**config.mk**
```make
export PLATFORM = sky130hd
export DESIGN_NAME = two_level_lottery_arbiter
export DESIGN_NICKNAME = d
export VERILOG_FILES = /design/src/rtl/tlla_pkg.sv /design/src/rtl/tlla_ram.sv /design/src/rtl/tlla_ctrl.sv /design/src/rtl/tlla_dpath.sv /design/src/rtl/two_level_lottery_arbiter.sv
export SDC_FILE = /design/constraint.sdc
export NUM_CORES = 2
export LEC_CHECK = 0
export BUFFER_PORTS_ARGS = -buffer_cell sky130_fd_sc_hd__buf_2
export CAP_MARGIN = 20
export CORE_UTILIZATION = 47
export CTS_CLUSTER_SIZE = 24
export DETAILED_ROUTE_END_ITERATION = 16
export PLACE_DENSITY = 0.72
export SYNTH_ARGS = -nofsm -noshare
export SYNTH_HDL_FRONTEND = slang
export SYNTH_SLANG_ARGS = --single-unit
```
**constraint.sdc**
```tcl
create_clock -name clk_i -period 6.9 [get_ports clk_i]
set_input_delay 1.38 -clock clk_i [delete_from_list [all_inputs] [get_ports clk_i]]
set_output_delay 1.38 -clock clk_i [all_outputs]
set_load 0.02 [all_outputs]
```
**src/rtl/tlla_pkg.sv**
```systemverilog
`timescale 1ns / 1ps
`default_nettype none
package tlla_pkg;

  localparam int unsigned ReqTypeBits = 3;
  localparam int unsigned SlotBits    = 6;
  localparam int unsigned TcBits      = 16;
  localparam int unsigned RndBits     = 32;
  localparam int unsigned StatusBits  = 2;

  typedef enum logic [ReqTypeBits-1:0] {
    REQ_CREATE   = 3'd0,
    REQ_SET_TIX  = 3'd1,
    REQ_SET_RUN  = 3'd2,
    REQ_DRAW     = 3'd3,
    REQ_QUANTUM  = 3'd4
  } req_e;

  localparam logic [StatusBits-1:0] STATUS_OK      = 2'd0;
  localparam logic [StatusBits-1:0] STATUS_ZERO    = 2'd1;
  localparam logic [StatusBits-1:0] STATUS_NOTHING = 2'd2;

  typedef struct packed {
    logic [ReqTypeBits-1:0] req_type;
    logic [SlotBits-1:0]    slot;
    logic [TcBits-1:0]      ticket_count;
    logic                   runnable;
    logic [RndBits-1:0]     random_value;
  } req_t;

  typedef struct packed {
    logic                  grant_valid;
    logic [SlotBits-1:0]   grant_slot;
    logic                  give_up;
    logic [StatusBits-1:0] status;
  } rsp_t;

  typedef enum logic [3:0] {
    ST_CLEAR,
    ST_IDLE,
    ST_READ,
    ST_APPLY,
    ST_REFILL,
    ST_CHECK,
    ST_DIV,
    ST_WALK,
    ST_REMOVE,
    ST_RESP
  } state_e;

  // Controller to datapath commands.
  typedef struct packed {
    logic clear_step;
    logic load_req;
    logic rd_req_slot;
    logic apply;
    logic refill_start;
    logic refill_step;
    logic div_start;
    logic div_step;
    logic walk_start;
    logic walk_step;
    logic remove;
    logic set_empty;
  } cmd_t;

  // Datapath to controller status.
  typedef struct packed {
    logic clear_done;
    logic is_draw;
    logic refill_done;
    logic sums_zero;
    logic div_done;
    logic walk_hit;
    logic walk_end;
  } sts_t;

endpackage
`default_nettype wire

```
**src/rtl/tlla_ram.sv**
```systemverilog
`timescale 1ns / 1ps
`default_nettype none
module tlla_ram #(
  parameter int unsigned Width = 8,
  parameter int unsigned Depth = 64
) (
  input  wire logic                     clk_i,
  input  wire logic                     we_i,
  input  wire logic [$clog2(Depth)-1:0] waddr_i,
  input  wire logic [Width-1:0]         wdata_i,
  input  wire logic [$clog2(Depth)-1:0] raddr_i,
  output logic      [Width-1:0]         rdata_o
);
  logic [Width-1:0] mem [Depth];

  always_ff @(posedge clk_i) begin
    if (we_i) begin
      mem[waddr_i] <= wdata_i;
    end
    rdata_o <= mem[raddr_i];
  end
endmodule
`default_nettype wire

```
**src/rtl/tlla_ctrl.sv**
```systemverilog
`timescale 1ns / 1ps
`default_nettype none
module tlla_ctrl (
  input  wire logic          clk_i,
  input  wire logic          rst_ni,
  input  wire logic          in_valid_i,
  output logic               in_stall_o,
  output logic               out_valid_o,
  input  wire logic          out_stall_i,
  input  wire tlla_pkg::sts_t sts_i,
  output tlla_pkg::cmd_t     cmd_o
);
  import tlla_pkg::*;

  state_e state_q, state_d;

  always_ff @(posedge clk_i or negedge rst_ni) begin
    if (!rst_ni) begin
      state_q <= ST_CLEAR;
    end else begin
      state_q <= state_d;
    end
  end

  always_comb begin
    state_d = state_q;
    unique case (state_q)
      ST_CLEAR:  if (sts_i.clear_done) state_d = ST_IDLE;
      ST_IDLE:   if (in_valid_i) state_d = ST_READ;
      ST_READ:   state_d = ST_APPLY;
      ST_APPLY: begin
        if (sts_i.is_draw) begin
          state_d = sts_i.sums_zero ? ST_REFILL : ST_DIV;
        end else begin
          state_d = ST_RESP;
        end
      end
      ST_REFILL: if (sts_i.refill_done) state_d = ST_CHECK;
      ST_CHECK:  state_d = sts_i.sums_zero ? ST_RESP : ST_DIV;
      ST_DIV:    if (sts_i.div_done) state_d = ST_WALK;
      ST_WALK: begin
        if (sts_i.walk_hit) begin
          state_d = ST_REMOVE;
        end else if (sts_i.walk_end) begin
          state_d = ST_RESP;
        end
      end
      ST_REMOVE: state_d = ST_RESP;
      ST_RESP:   if (!out_stall_i) state_d = ST_IDLE;
      default:   state_d = ST_IDLE;
    endcase
  end

  always_comb begin
    cmd_o       = '0;
    in_stall_o  = 1'b1;
    out_valid_o = 1'b0;
    unique case (state_q)
      ST_CLEAR: cmd_o.clear_step = 1'b1;
      ST_IDLE: begin
        in_stall_o       = 1'b0;
        cmd_o.load_req   = in_valid_i;
      end
      ST_READ:  cmd_o.rd_req_slot = 1'b1;
      ST_APPLY: begin
        cmd_o.apply        = 1'b1;
        cmd_o.refill_start = sts_i.is_draw && sts_i.sums_zero;
        cmd_o.div_start    = sts_i.is_draw && !sts_i.sums_zero;
      end
      ST_REFILL: cmd_o.refill_step = 1'b1;
      ST_CHECK: begin
        cmd_o.div_start = !sts_i.sums_zero;
        cmd_o.set_empty = sts_i.sums_zero;
      end
      ST_DIV: begin
        cmd_o.div_step   = 1'b1;
        cmd_o.walk_start = sts_i.div_done;
      end
      ST_WALK:   cmd_o.walk_step = 1'b1;
      ST_REMOVE: cmd_o.remove = 1'b1;
      ST_RESP:   out_valid_o = 1'b1;
      default: ;
    endcase
  end
endmodule
`default_nettype wire

```
**src/rtl/tlla_dpath.sv**
```systemverilog
`timescale 1ns / 1ps
`default_nettype none
module tlla_dpath #(
  parameter int unsigned NumSlots   = 64,
  parameter int unsigned TicketBits = 16
) (
  input  wire logic           clk_i,
  input  wire logic           rst_ni,
  input  wire tlla_pkg::req_t req_i,
  input  wire tlla_pkg::cmd_t cmd_i,
  output tlla_pkg::sts_t      sts_o,
  output tlla_pkg::rsp_t      rsp_o
);
  import tlla_pkg::*;

  localparam int unsigned IdxBits = (NumSlots > 1) ? $clog2(NumSlots) : 1;
  localparam int unsigned SumBits = TicketBits + IdxBits;
  localparam int unsigned CntBits = IdxBits + 1;
  localparam int unsigned DivCntBits = $clog2(RndBits + 1);
  // One memory word per slot: level, runnable, round member, tickets.
  localparam int unsigned WordBits = TicketBits + 3;
  localparam int unsigned RoundPos = TicketBits;
  localparam int unsigned RunPos   = TicketBits + 1;
  localparam int unsigned HighPos  = TicketBits + 2;

  req_t req_q;
  logic in_table_q;

  logic                  tk_we;
  logic [IdxBits-1:0]    tk_waddr, tk_raddr;
  logic [WordBits-1:0]   tk_wdata, tk_rdata;

  logic [SumBits-1:0]  hsum_q, lsum_q;
  logic                half_q;

  logic [CntBits-1:0]  idx_q;
  logic                rd_valid_q;
  logic [IdxBits-1:0]  rd_idx_q;
  logic                level_q;
  logic [SumBits-1:0]  div_rem_q;
  logic [RndBits-1:0]  div_quo_q;
  logic [DivCntBits-1:0] div_cnt_q;
  logic [SumBits-1:0]  acc_q;
  logic [IdxBits-1:0]  win_q;
  rsp_t                rsp_q;

  tlla_ram #(.Width(WordBits), .Depth(NumSlots)) u_tickets (
    .clk_i   (clk_i),
    .we_i    (tk_we),
    .waddr_i (tk_waddr),
    .wdata_i (tk_wdata),
    .raddr_i (tk_raddr),
    .rdata_o (tk_rdata)
  );

  logic [IdxBits-1:0] rq_slot;
  logic [TicketBits-1:0] new_t, cur_t;
  logic cur_high, cur_run, cur_round;
  logic [SumBits-1:0] cur_ext, new_ext;
  assign rq_slot   = IdxBits'(req_q.slot);
  assign new_t     = TicketBits'(req_q.ticket_count);
  assign cur_t     = tk_rdata[TicketBits-1:0];
  assign cur_round = tk_rdata[RoundPos];
  assign cur_run   = tk_rdata[RunPos];
  assign cur_high  = tk_rdata[HighPos];
  assign cur_ext   = SumBits'(cur_t);
  assign new_ext   = SumBits'(new_t);

  logic walk_member, walk_hit, join_ok;
  assign walk_member = rd_valid_q && cur_round && (cur_high == level_q);
  assign walk_hit    = walk_member && (acc_q + cur_ext > div_rem_q);
  assign join_ok     = rd_valid_q && cur_run && (cur_t != '0) && !cur_round;

  // Read address: request slot, or walk/refill index.
  always_comb begin
    if (cmd_i.rd_req_slot) begin
      tk_raddr = rq_slot;
    end else begin
      tk_raddr = idx_q[IdxBits-1:0];
    end
  end

  // Apart from the clear sweep and create, every slot update is a read-modify-write of the word read the cycle before.
  always_comb begin
    tk_we    = 1'b0;
    tk_waddr = rq_slot;
    tk_wdata = tk_rdata;
    if (cmd_i.clear_step) begin
      tk_we    = idx_q < CntBits'(NumSlots);
      tk_waddr = idx_q[IdxBits-1:0];
      tk_wdata = '0;
    end else if (cmd_i.apply && in_table_q) begin
      unique case (req_q.req_type)
        REQ_CREATE: begin
          tk_we    = 1'b1;
          tk_wdata = {1'b1, 1'b1, 1'b0, TicketBits'(1)};
        end
        REQ_SET_TIX: if (new_t != '0) begin
          tk_we    = 1'b1;
          tk_wdata = {cur_high, cur_run, cur_round, new_t};
        end
        REQ_SET_RUN: begin
          tk_we    = 1'b1;
          tk_wdata = {cur_high, req_q.runnable, cur_round && req_q.runnable, cur_t};
        end
        REQ_QUANTUM: if (cur_high) begin
          tk_we    = 1'b1;
          tk_wdata = {1'b0, cur_run, cur_round, cur_t};
        end
        default: ;
      endcase
    end else if (cmd_i.refill_step && join_ok) begin
      tk_we    = 1'b1;
      tk_waddr = rd_idx_q;
      tk_wdata = {cur_high, cur_run, 1'b1, cur_t};
    end else if (cmd_i.walk_step && walk_hit) begin
      tk_we    = 1'b1;
      tk_waddr = rd_idx_q;
      tk_wdata = {cur_high, cur_run, 1'b0, cur_t};
    end
  end

  logic [SumBits:0] div_trial;
  logic [SumBits-1:0] div_sum;
  assign div_sum   = level_q ? hsum_q : lsum_q;
  assign div_trial = {div_rem_q, div_quo_q[RndBits-1]} - {1'b0, div_sum};

  always_ff @(posedge clk_i) begin
    if (cmd_i.load_req) begin
      req_q      <= req_i;
      in_table_q <= 32'(req_i.slot) < NumSlots;
    end
  end

  always_ff @(posedge clk_i or negedge rst_ni) begin
    if (!rst_ni) begin
      hsum_q     <= '0;
      lsum_q     <= '0;
      half_q     <= 1'b0;
      idx_q      <= '0;
      rd_valid_q <= 1'b0;
      rd_idx_q   <= '0;
      level_q    <= 1'b0;
      div_cnt_q  <= '0;
      win_q      <= '0;
      rsp_q      <= '0;
    end else begin
      if (cmd_i.clear_step && idx_q < CntBits'(NumSlots)) idx_q <= idx_q + 1'b1;
      if (cmd_i.load_req) begin
        rsp_q <= '0;
      end
      if (cmd_i.apply) begin
        unique case (req_q.req_type)
          REQ_CREATE: if (in_table_q && cur_round) begin
            if (cur_high) hsum_q <= hsum_q - cur_ext;
            else lsum_q <= lsum_q - cur_ext;
          end
          REQ_SET_TIX: begin
            if (new_t == '0) begin
              rsp_q.status <= STATUS_ZERO;
            end else if (in_table_q && cur_round) begin
              if (cur_high) hsum_q <= hsum_q - cur_ext + new_ext;
              else lsum_q <= lsum_q - cur_ext + new_ext;
            end
          end
          REQ_SET_RUN: if (in_table_q && !req_q.runnable && cur_round) begin
            if (cur_high) hsum_q <= hsum_q - cur_ext;
            else lsum_q <= lsum_q - cur_ext;
          end
          REQ_QUANTUM: if (in_table_q) begin
            if (cur_high) begin
              if (cur_round) begin
                hsum_q <= hsum_q - cur_ext;
                lsum_q <= lsum_q + cur_ext;
              end
              rsp_q.give_up <= 1'b1;
            end else begin
              half_q        <= !half_q;
              rsp_q.give_up <= half_q;
            end
          end
          default: ;
        endcase
      end
      if (cmd_i.refill_start) begin
        idx_q      <= '0;
        rd_valid_q <= 1'b0;
      end
      if (cmd_i.refill_step) begin
        if (idx_q < CntBits'(NumSlots)) idx_q <= idx_q + 1'b1;
        rd_valid_q <= idx_q < CntBits'(NumSlots);
        rd_idx_q   <= idx_q[IdxBits-1:0];
        if (join_ok) begin
          if (cur_high) hsum_q <= hsum_q + cur_ext;
          else lsum_q <= lsum_q + cur_ext;
        end
      end
      if (cmd_i.set_empty) rsp_q.status <= STATUS_NOTHING;
      if (cmd_i.div_start) begin
        level_q   <= hsum_q != '0;
        div_cnt_q <= '0;
      end
      if (cmd_i.div_step) div_cnt_q <= div_cnt_q + 1'b1;
      if (cmd_i.walk_start) begin
        idx_q      <= '0;
        rd_valid_q <= 1'b0;
      end
      if (cmd_i.walk_step) begin
        if (idx_q < CntBits'(NumSlots)) idx_q <= idx_q + 1'b1;
        rd_valid_q <= idx_q < CntBits'(NumSlots);
        rd_idx_q   <= idx_q[IdxBits-1:0];
        // The winner leaves the round as soon as it is found.
        if (walk_hit) begin
          win_q <= rd_idx_q;
          if (level_q) hsum_q <= hsum_q - cur_ext;
          else lsum_q <= lsum_q - cur_ext;
        end
      end
      if (cmd_i.remove) begin
        rsp_q.grant_valid <= 1'b1;
        rsp_q.grant_slot  <= SlotBits'(win_q);
      end
    end
  end

  // Restoring division: one quotient bit per cycle. acc_q is the running
  // ticket sum during the walk.
  always_ff @(posedge clk_i) begin
    if (cmd_i.div_start) begin
      div_rem_q <= '0;
      div_quo_q <= req_q.random_value;
    end else if (cmd_i.div_step && div_cnt_q < DivCntBits'(RndBits)) begin
      if (!div_trial[SumBits]) div_rem_q <= div_trial[SumBits-1:0];
      else div_rem_q <= {div_rem_q[SumBits-2:0], div_quo_q[RndBits-1]};
      div_quo_q <= {div_quo_q[RndBits-2:0], 1'b0};
    end
    if (cmd_i.walk_start) begin
      acc_q <= '0;
    end else if (cmd_i.walk_step && walk_member) begin
      if (walk_hit) acc_q <= cur_ext;
      else acc_q <= acc_q + cur_ext;
    end
  end

  assign sts_o.clear_done  = rd_valid_q == 1'b0 && idx_q == CntBits'(NumSlots);
  assign sts_o.is_draw     = req_q.req_type == REQ_DRAW;
  assign sts_o.refill_done = rd_valid_q == 1'b0 && idx_q == CntBits'(NumSlots);
  assign sts_o.sums_zero   = hsum_q == '0 && lsum_q == '0;
  assign sts_o.div_done    = div_cnt_q == DivCntBits'(RndBits);
  assign sts_o.walk_hit    = walk_hit;
  assign sts_o.walk_end    = rd_valid_q == 1'b0 && idx_q == CntBits'(NumSlots);
  assign rsp_o             = rsp_q;
endmodule
`default_nettype wire

```
**src/rtl/two_level_lottery_arbiter.sv**
```systemverilog
`timescale 1ns / 1ps
`default_nettype none
// Two-level lottery arbiter. Each request transaction produces exactly one
// response transaction. After reset the block clears its slot table, one
// slot per cycle, and keeps its input stalled until the clear is done.
// Each slot's tickets and its level, runnable and round flags share one word
// of a registered memory, so a request's update is a read followed by a write.
// Create, set and quantum-end requests pass through the read and apply
// states before the response handshake. A draw that finds a nonempty round
// forms the remainder of the random word by the ticket sum of its high
// level, or of its low level when the high one is empty, one bit per cycle,
// then walks the slots one per cycle through the registered memory. A draw
// that must refill the round first sweeps the slot table to rebuild it.
// The block handles one transaction at a time and stalls input meanwhile.
module two_level_lottery_arbiter #(
  parameter int unsigned NUM_SLOTS   = 64,
  parameter int unsigned TICKET_BITS = 16
) (
  input  wire logic           clk_i,
  input  wire logic           rst_ni,
  input  wire logic           in_valid_i,
  output logic                in_stall_o,
  input  wire tlla_pkg::req_t in_data_i,
  output logic                out_valid_o,
  input  wire logic           out_stall_i,
  output tlla_pkg::rsp_t      out_data_o
);
  import tlla_pkg::*;

  cmd_t cmd;
  sts_t sts;

  tlla_ctrl u_ctrl (
    .clk_i       (clk_i),
    .rst_ni      (rst_ni),
    .in_valid_i  (in_valid_i),
    .in_stall_o  (in_stall_o),
    .out_valid_o (out_valid_o),
    .out_stall_i (out_stall_i),
    .sts_i       (sts),
    .cmd_o       (cmd)
  );

  tlla_dpath #(.NumSlots(NUM_SLOTS), .TicketBits(TICKET_BITS)) u_dpath (
    .clk_i  (clk_i),
    .rst_ni (rst_ni),
    .req_i  (in_data_i),
    .cmd_i  (cmd),
    .sts_o  (sts),
    .rsp_o  (out_data_o)
  );
endmodule
`default_nettype wire

```
==> impl_results.html <==
<table>
<tr><th>Metric</th><th>Value</th></tr>
<tr><th colspan="2">Route</th></tr>
<tr><td>Pre-antenna DRT Iters</td><td>9</td></tr>
<tr><td>Number of nets still failing antenna checks after routing</td><td>0</td></tr>
<tr><td>Via density</td><td>6.395</td></tr>
<tr><td>Mean routed wirelength per cell</td><td>29.08 um</td></tr>
<tr><td>Number of remaining DRC errors</td><td>0</td></tr>
<tr><td>Vias post-DR</td><td>42060</td></tr>
<tr><td>Total wirelength of the detailed-routed design</td><td>191300 um</td></tr>
<tr><td>First-iteration detailed-routing DRC count</td><td>5347</td></tr>
<tr><th colspan="2">Logic synthesis</th></tr>
<tr><td>Fraction of synthesis flops using an asynchronous set or reset pin</td><td>5.911%</td></tr>
<tr><td>Adder and majority gate portion of the synthesized area</td><td>3.290%</td></tr>
<tr><td>Synthesized netlist cell count</td><td>4442</td></tr>
<tr><td>Fraction of synthesized area in multiplexers</td><td>11.80%</td></tr>
<tr><td>Leading register cell type out of synthesis</td><td>sky130_fd_sc_hd__edfxtp_1</td></tr>
<tr><td>Flip-flop and latch count after synthesis</td><td>1455</td></tr>
<tr><td>Dominant combinational cell family by area after synthesis</td><td>multiplexers</td></tr>
<tr><td>Cell area after synthesis</td><td>66470 um^2</td></tr>
<tr><td>Average cell area after synthesis</td><td>14.96 um^2</td></tr>
<tr><td>Number of distinct library cell variants in the gate-level netlist after synthesis</td><td>105</td></tr>
<tr><td>EDFF count, synth</td><td>1306</td></tr>
<tr><td>Sequential-to-total area share from yosys stat</td><td>64.14%</td></tr>
<tr><td>Post-Synth Simple-Gate Area</td><td>7.287%</td></tr>
<tr><td>Count of synthesis-stage warnings from yosys</td><td>0</td></tr>
<tr><td>Syn nets</td><td>4674</td></tr>
<tr><td>Area fraction in compound gates after synthesis</td><td>9.429%</td></tr>
<tr><td>Post-synthesis share of cell area spent on xor and xnor gates</td><td>1.615%</td></tr>
<tr><th colspan="2">Clock tree</th></tr>
<tr><td>Sink count of the clock tree</td><td>1455</td></tr>
<tr><td>Clock transition time at the flip-flop clock pins of the worst setup and hold paths</td><td>60 ps</td></tr>
<tr><td>Number of CTS-inserted buffers</td><td>150</td></tr>
<tr><td>Depth of the CTS H-tree</td><td>4</td></tr>
<tr><td>Hold buffer count at CTS</td><td>0</td></tr>
<tr><td>Clock insertion delay at the later pin of the skew report</td><td>810 ps</td></tr>
<tr><td>Clock tree from TritonCTS</td><td>yes</td></tr>
<tr><td>Maximum clock path buffer count</td><td>3</td></tr>
<tr><td>CTS Root Buffer Type</td><td>sky130_fd_sc_hd__clkbuf_16</td></tr>
<tr><th colspan="2">STA</th></tr>
<tr><td>Final hold vios</td><td>0</td></tr>
<tr><td>Final worst path period need</td><td>6594 ps</td></tr>
<tr><td>Worst Clk Skew</td><td>35.19 ps</td></tr>
<tr><td>Max-slew violation count</td><td>0</td></tr>
<tr><td>Share of the clock period used by the worst path after layout</td><td>95.56%</td></tr>
<tr><td>Slew of the pin with the lowest slew margin</td><td>1221 ps</td></tr>
<tr><td>Number of failing setup endpoints in the final timing report</td><td>0</td></tr>
<tr><td>RSZ-0062 raised after global routing</td><td>true</td></tr>
<tr><td>Fmax achieved</td><td>151.7 MHz</td></tr>
<tr><td>Max-slew headroom at the worst pin</td><td>17.84%</td></tr>
<tr><td>Smallest hold slack</td><td>483.4 ps</td></tr>
<tr><th colspan="2">Critical path</th></tr>
<tr><td>Startpoint type of the worst setup path</td><td>register</td></tr>
<tr><td>Reg2Reg Capture Point</td><td>u_dpath.u_tickets.mem[15][1]</td></tr>
<tr><td>Worst Path Arrival</td><td>7060 ps</td></tr>
<tr><td>Critical register-to-register path startpoint</td><td>u_dpath.u_tickets.rdata_o[1]</td></tr>
<tr><td>Crit. Startpoint</td><td>u_dpath.u_tickets.rdata_o[1]</td></tr>
<tr><td>Critical Path Fanout Max</td><td>19</td></tr>
<tr><td>Data required time at the worst endpoint</td><td>7360 ps</td></tr>
<tr><td>Crit path kind</td><td>reg2reg</td></tr>
<tr><td>Kind of capture point of the worst setup path</td><td>register</td></tr>
<tr><td>Crit path capture</td><td>u_dpath.u_tickets.mem[15][1]</td></tr>
<tr><td>R2R cell count</td><td>24</td></tr>
<tr><td>Internal reg-to-reg setup slack</td><td>310 ps</td></tr>
<tr><th colspan="2">GRT</th></tr>
<tr><td>Global-route met2 utilization</td><td>40.30%</td></tr>
<tr><td>Wire length of the first global-routing pass</td><td>277100 um</td></tr>
<tr><td>Global-route congestion overflow total</td><td>0</td></tr>
<tr><td>Number of antenna violations at the first check in global routing</td><td>3</td></tr>
<tr><td>Met1 Use GR</td><td>36.21%</td></tr>
<tr><td>Pin count of the biggest net entering global routing</td><td>153</td></tr>
<tr><td>Global-route track usage on met3</td><td>6.090%</td></tr>
<tr><td>Busiest grt layer</td><td>met2</td></tr>
<tr><td>GRT Resource Usage Total</td><td>26.67%</td></tr>
<tr><td>Via count of the first global-routing pass</td><td>40930</td></tr>
<tr><th colspan="2">Final layout</th></tr>
<tr><td>Area growth from synthesis to final layout</td><td>12.16%</td></tr>
<tr><td>Nets</td><td>4814</td></tr>
<tr><td>Final Util</td><td>53.30%</td></tr>
<tr><td>Final Cell Area</td><td>74550 um^2</td></tr>
<tr><td>Fraction of final layout cells sized beyond drive strength 1</td><td>19.69%</td></tr>
<tr><td>Filler instances</td><td>11160</td></tr>
<tr><th colspan="2">Min path</th></tr>
<tr><td>Path category of the worst min-delay check</td><td>reg2reg</td></tr>
<tr><th colspan="2">Status</th></tr>
<tr><td>Status</td><td>complete, no violations</td></tr>
<tr><th colspan="2">Die</th></tr>
<tr><td>Die area</td><td>142900 um^2</td></tr>
<tr><td>Core Rows</td><td>137</td></tr>
<tr><td>Top-level I/O count</td><td>74</td></tr>
<tr><td>Area of the core</td><td>139900 um^2</td></tr>
<tr><td>Die Wd</td><td>378.1 um</td></tr>
<tr><td>Die height</td><td>378.1 um</td></tr>
<tr><td>Initial cell density of the core</td><td>47.52%</td></tr>
<tr><th colspan="2">Place</th></tr>
<tr><td>Placed cell area</td><td>69540 um^2</td></tr>
<tr><td>Placer Congestion</td><td>0.9807</td></tr>
<tr><td>Quantity of I/O buffers inserted on ports</td><td>73</td></tr>
<tr><td>DPL Wire Length</td><td>123000 um</td></tr>
<tr><th colspan="2">Flow run</th></tr>
<tr><td>Maximum Capacitance Violations</td><td>0</td></tr>
<tr><th colspan="2">Power and ir drop</th></tr>
<tr><td>Peak ir drop on the vdd network</td><td>0.2285 mV</td></tr>
<tr><td>Power density relative to cell area</td><td>236.0 nW/um^2</td></tr>
<tr><td>Static power due to leakage</td><td>22.62 nW</td></tr>
</table>
[per-stage QoR]
stage	power (mW)	setup TNS [ps]	std cells	setup slack [ps]
2_1_floorplan	9.651	0	4442	316.1
3_3_place_gp	9.682	0	6297	388.6
3_5_place_dp	9.683	0	6298	312.9
4_1_cts	17.71	0	6566	256.0
5_1_grt	18.00	-1482	6574	-40.64
6_report	17.59	0	6577	306.1
[timing repair]
action	CTS	global route
setup endpoints to repair	0	1172
gates resized for setup	0	12
buffers inserted	0	5
endpoints found under the hold margin	0	0
[synth_stat cells, types with 23 or more instances]
master                     instances  share of area [%]
sky130_fd_sc_hd__o21ai_0         138                1.0
sky130_fd_sc_hd__a211oi_1        123                1.4
sky130_fd_sc_hd__nor3_1           49               0.37
sky130_fd_sc_hd__buf_2            47               0.35
sky130_fd_sc_hd__mux4_2          304                 10
sky130_fd_sc_hd__nor2_1          267                1.5
sky130_fd_sc_hd__o21a_1           26               0.29
sky130_fd_sc_hd__edfxtp_1       1306                 59
sky130_fd_sc_hd__inv_1           101               0.57
sky130_fd_sc_hd__a22oi_1          33               0.37
sky130_fd_sc_hd__nand2_1         367                2.1
sky130_fd_sc_hd__a311oi_1         40               0.53
sky130_fd_sc_hd__nand3_1          45               0.34
sky130_fd_sc_hd__nor2b_1          26               0.24
sky130_fd_sc_hd__mux2i_1          49               0.74
sky130_fd_sc_hd__xor2_1           42               0.55
sky130_fd_sc_hd__dfrtp_1          86                3.2
sky130_fd_sc_hd__a21oi_1         222                1.7
sky130_fd_sc_hd__and2_1           89               0.84
sky130_fd_sc_hd__a21o_1           50               0.56
sky130_fd_sc_hd__mux2_2           42               0.71
sky130_fd_sc_hd__a31oi_1          62               0.58
sky130_fd_sc_hd__clkbuf_1        140               0.79
sky130_fd_sc_hd__nand4_1          28               0.26
sky130_fd_sc_hd__buf_4            23               0.26
sky130_fd_sc_hd__nor4_1           23               0.22
sky130_fd_sc_hd__o22ai_1          39               0.37
sky130_fd_sc_hd__nand2b_1         45               0.42
sky130_fd_sc_hd__dfxtp_1          63                1.9
sky130_fd_sc_hd__o211ai_1         23               0.26
sky130_fd_sc_hd__ha_1            162                3.0
sky130_fd_sc_hd__xnor2_1          75               0.99
[cells by family after synthesis]
logic type               count (synthesis)
flip-flops                            1455
AO/OA/AOI/OAI                          926
adder cells (fa/ha/maj)                170
multiplexers                           397
XOR/XNOR                               120
buffers and inverters                  343
AND/OR/NAND/NOR                       1031
[flip-flops by register name, indices dropped and copies added, names as in the netlist]
register and flops:
u_dpath.hsum_q 22, u_dpath.rq_slot 6, u_dpath.level_q 1, u_dpath.u_tickets.mem 1216, u_dpath.half_q 1, u_dpath.lsum_q 22
u_dpath.rd_idx_q 6, u_dpath.req_q 36, u_dpath.rd_valid_q 1, u_dpath.div_cnt_q 6, u_dpath.rsp_o 10, u_dpath.u_tickets.rdata_o 19
u_dpath.win_q 6, u_dpath.div_quo_q 32, u_dpath.new_t 16, u_dpath.idx_q 7, u_dpath.div_rem_q 22, u_ctrl.state_q 4
u_dpath.acc_q 22
[routing by layer]
| metal | wire length, um | vias up |
|---|---|---|
| met5 | 22 | - |
| met2 | 85850 | 2469 |
| met1 | 74710 | 21310 |
| met3 | 20040 | 501 |
| met4 | 10640 | 4 |
| li1 | - | 17780 |
[cell type report]
cell class,count,area (um^2),share of cell area (%)
clock inverter,75,892.1,1.197
multi-input combinational,2645,22670,30.41
inverter,102,382.9,0.5136
timing repair buffer,228,1632,2.188
clock buffer,193,3988,5.349
sequential,1455,42630,57.18
tap,1876,2347,3.148
antenna,3,7.507,0.01007
[how the worst min path moves through the flow]
stage	from	to	slack (ps)	depth (start not counted)
final	u_dpath.acc_q[15]	u_dpath.acc_q[15]	480	2
after global routing	u_dpath.rsp_o[9]	u_dpath.rsp_o[9]	510	1
after CTS	u_dpath.acc_q[15]	u_dpath.acc_q[15]	490	2
after detailed placement	u_dpath.acc_q[15]	u_dpath.acc_q[15]	480	2
after global placement	u_dpath.acc_q[15]	u_dpath.acc_q[15]	460	2
after floorplan	u_dpath.win_q[0]	u_dpath.win_q[0]	450	2
[placed cells by master, fill, tap and decap left out, types with 38 or more instances in the layout]
master                      Yosys  routed
sky130_fd_sc_hd__nor2_1       267     193
sky130_fd_sc_hd__a31oi_1       62      61
sky130_fd_sc_hd__nor2_2         1      58
sky130_fd_sc_hd__edfxtp_1    1306    1306
sky130_fd_sc_hd__a21oi_1      222     219
sky130_fd_sc_hd__clkbuf_1     140      38
sky130_fd_sc_hd__buf_4         23     147
sky130_fd_sc_hd__nand3_1       45      44
sky130_fd_sc_hd__a21o_1        50      50
sky130_fd_sc_hd__buf_2         47      72
sky130_fd_sc_hd__nand2b_1      45      44
sky130_fd_sc_hd__nor3_1        49      46
sky130_fd_sc_hd__o22ai_1       39      39
sky130_fd_sc_hd__inv_1        101      99
sky130_fd_sc_hd__xor2_1        42      42
sky130_fd_sc_hd__dfrtp_1       86      85
sky130_fd_sc_hd__a311oi_1      40      40
sky130_fd_sc_hd__mux2i_1       49      45
sky130_fd_sc_hd__ha_1         162     162
sky130_fd_sc_hd__mux4_2       304     304
sky130_fd_sc_hd__xnor2_1       75      75
sky130_fd_sc_hd__mux2_2        42      41
sky130_fd_sc_hd__dfxtp_1       63      63
sky130_fd_sc_hd__nand2_1      367     364
sky130_fd_sc_hd__o21ai_0      138     137
sky130_fd_sc_hd__and2_1        89      89
sky130_fd_sc_hd__a211oi_1     123     123
sky130_fd_sc_hd__clkbuf_16      0     152
[worst max-delay path: stages, from the launching register on]
cell                       delay (ps)
sky130_fd_sc_hd__dfxtp_1          360
sky130_fd_sc_hd__inv_1            150
sky130_fd_sc_hd__fa_1             470
sky130_fd_sc_hd__nor2b_1          120
sky130_fd_sc_hd__o21ai_0          110
sky130_fd_sc_hd__a21boi_0         350
sky130_fd_sc_hd__o211ai_1         170
sky130_fd_sc_hd__a21o_1           200
sky130_fd_sc_hd__a21bo_2          230
sky130_fd_sc_hd__a31oi_2          320
sky130_fd_sc_hd__nand3_1          190
sky130_fd_sc_hd__xnor2_1          160
sky130_fd_sc_hd__ha_1             270
sky130_fd_sc_hd__nand2_1           50
sky130_fd_sc_hd__o21ai_0          230
sky130_fd_sc_hd__nor2_1            80
sky130_fd_sc_hd__a31oi_1          210
sky130_fd_sc_hd__buf_4            240
sky130_fd_sc_hd__o311a_1          470
sky130_fd_sc_hd__nor2_1           150
sky130_fd_sc_hd__o211a_1          270
sky130_fd_sc_hd__a211oi_1         320
sky130_fd_sc_hd__nand2_1          550
sky130_fd_sc_hd__nor2_2           260
sky130_fd_sc_hd__buf_4            340
[power by group]
| part | internal (mW) | total [mW] | switching (mW) |
|---|---|---|---|
| Combinational | 0.0125 | 0.0315 | 0.0190 |
| Clock | 4.58 | 8.10 | 3.51 |
| Sequential | 9.47 | 9.47 | 0 |
| Total | 14.1 | 17.6 | 3.53 |
No activity file was read; power rests on OpenSTA's default activity.
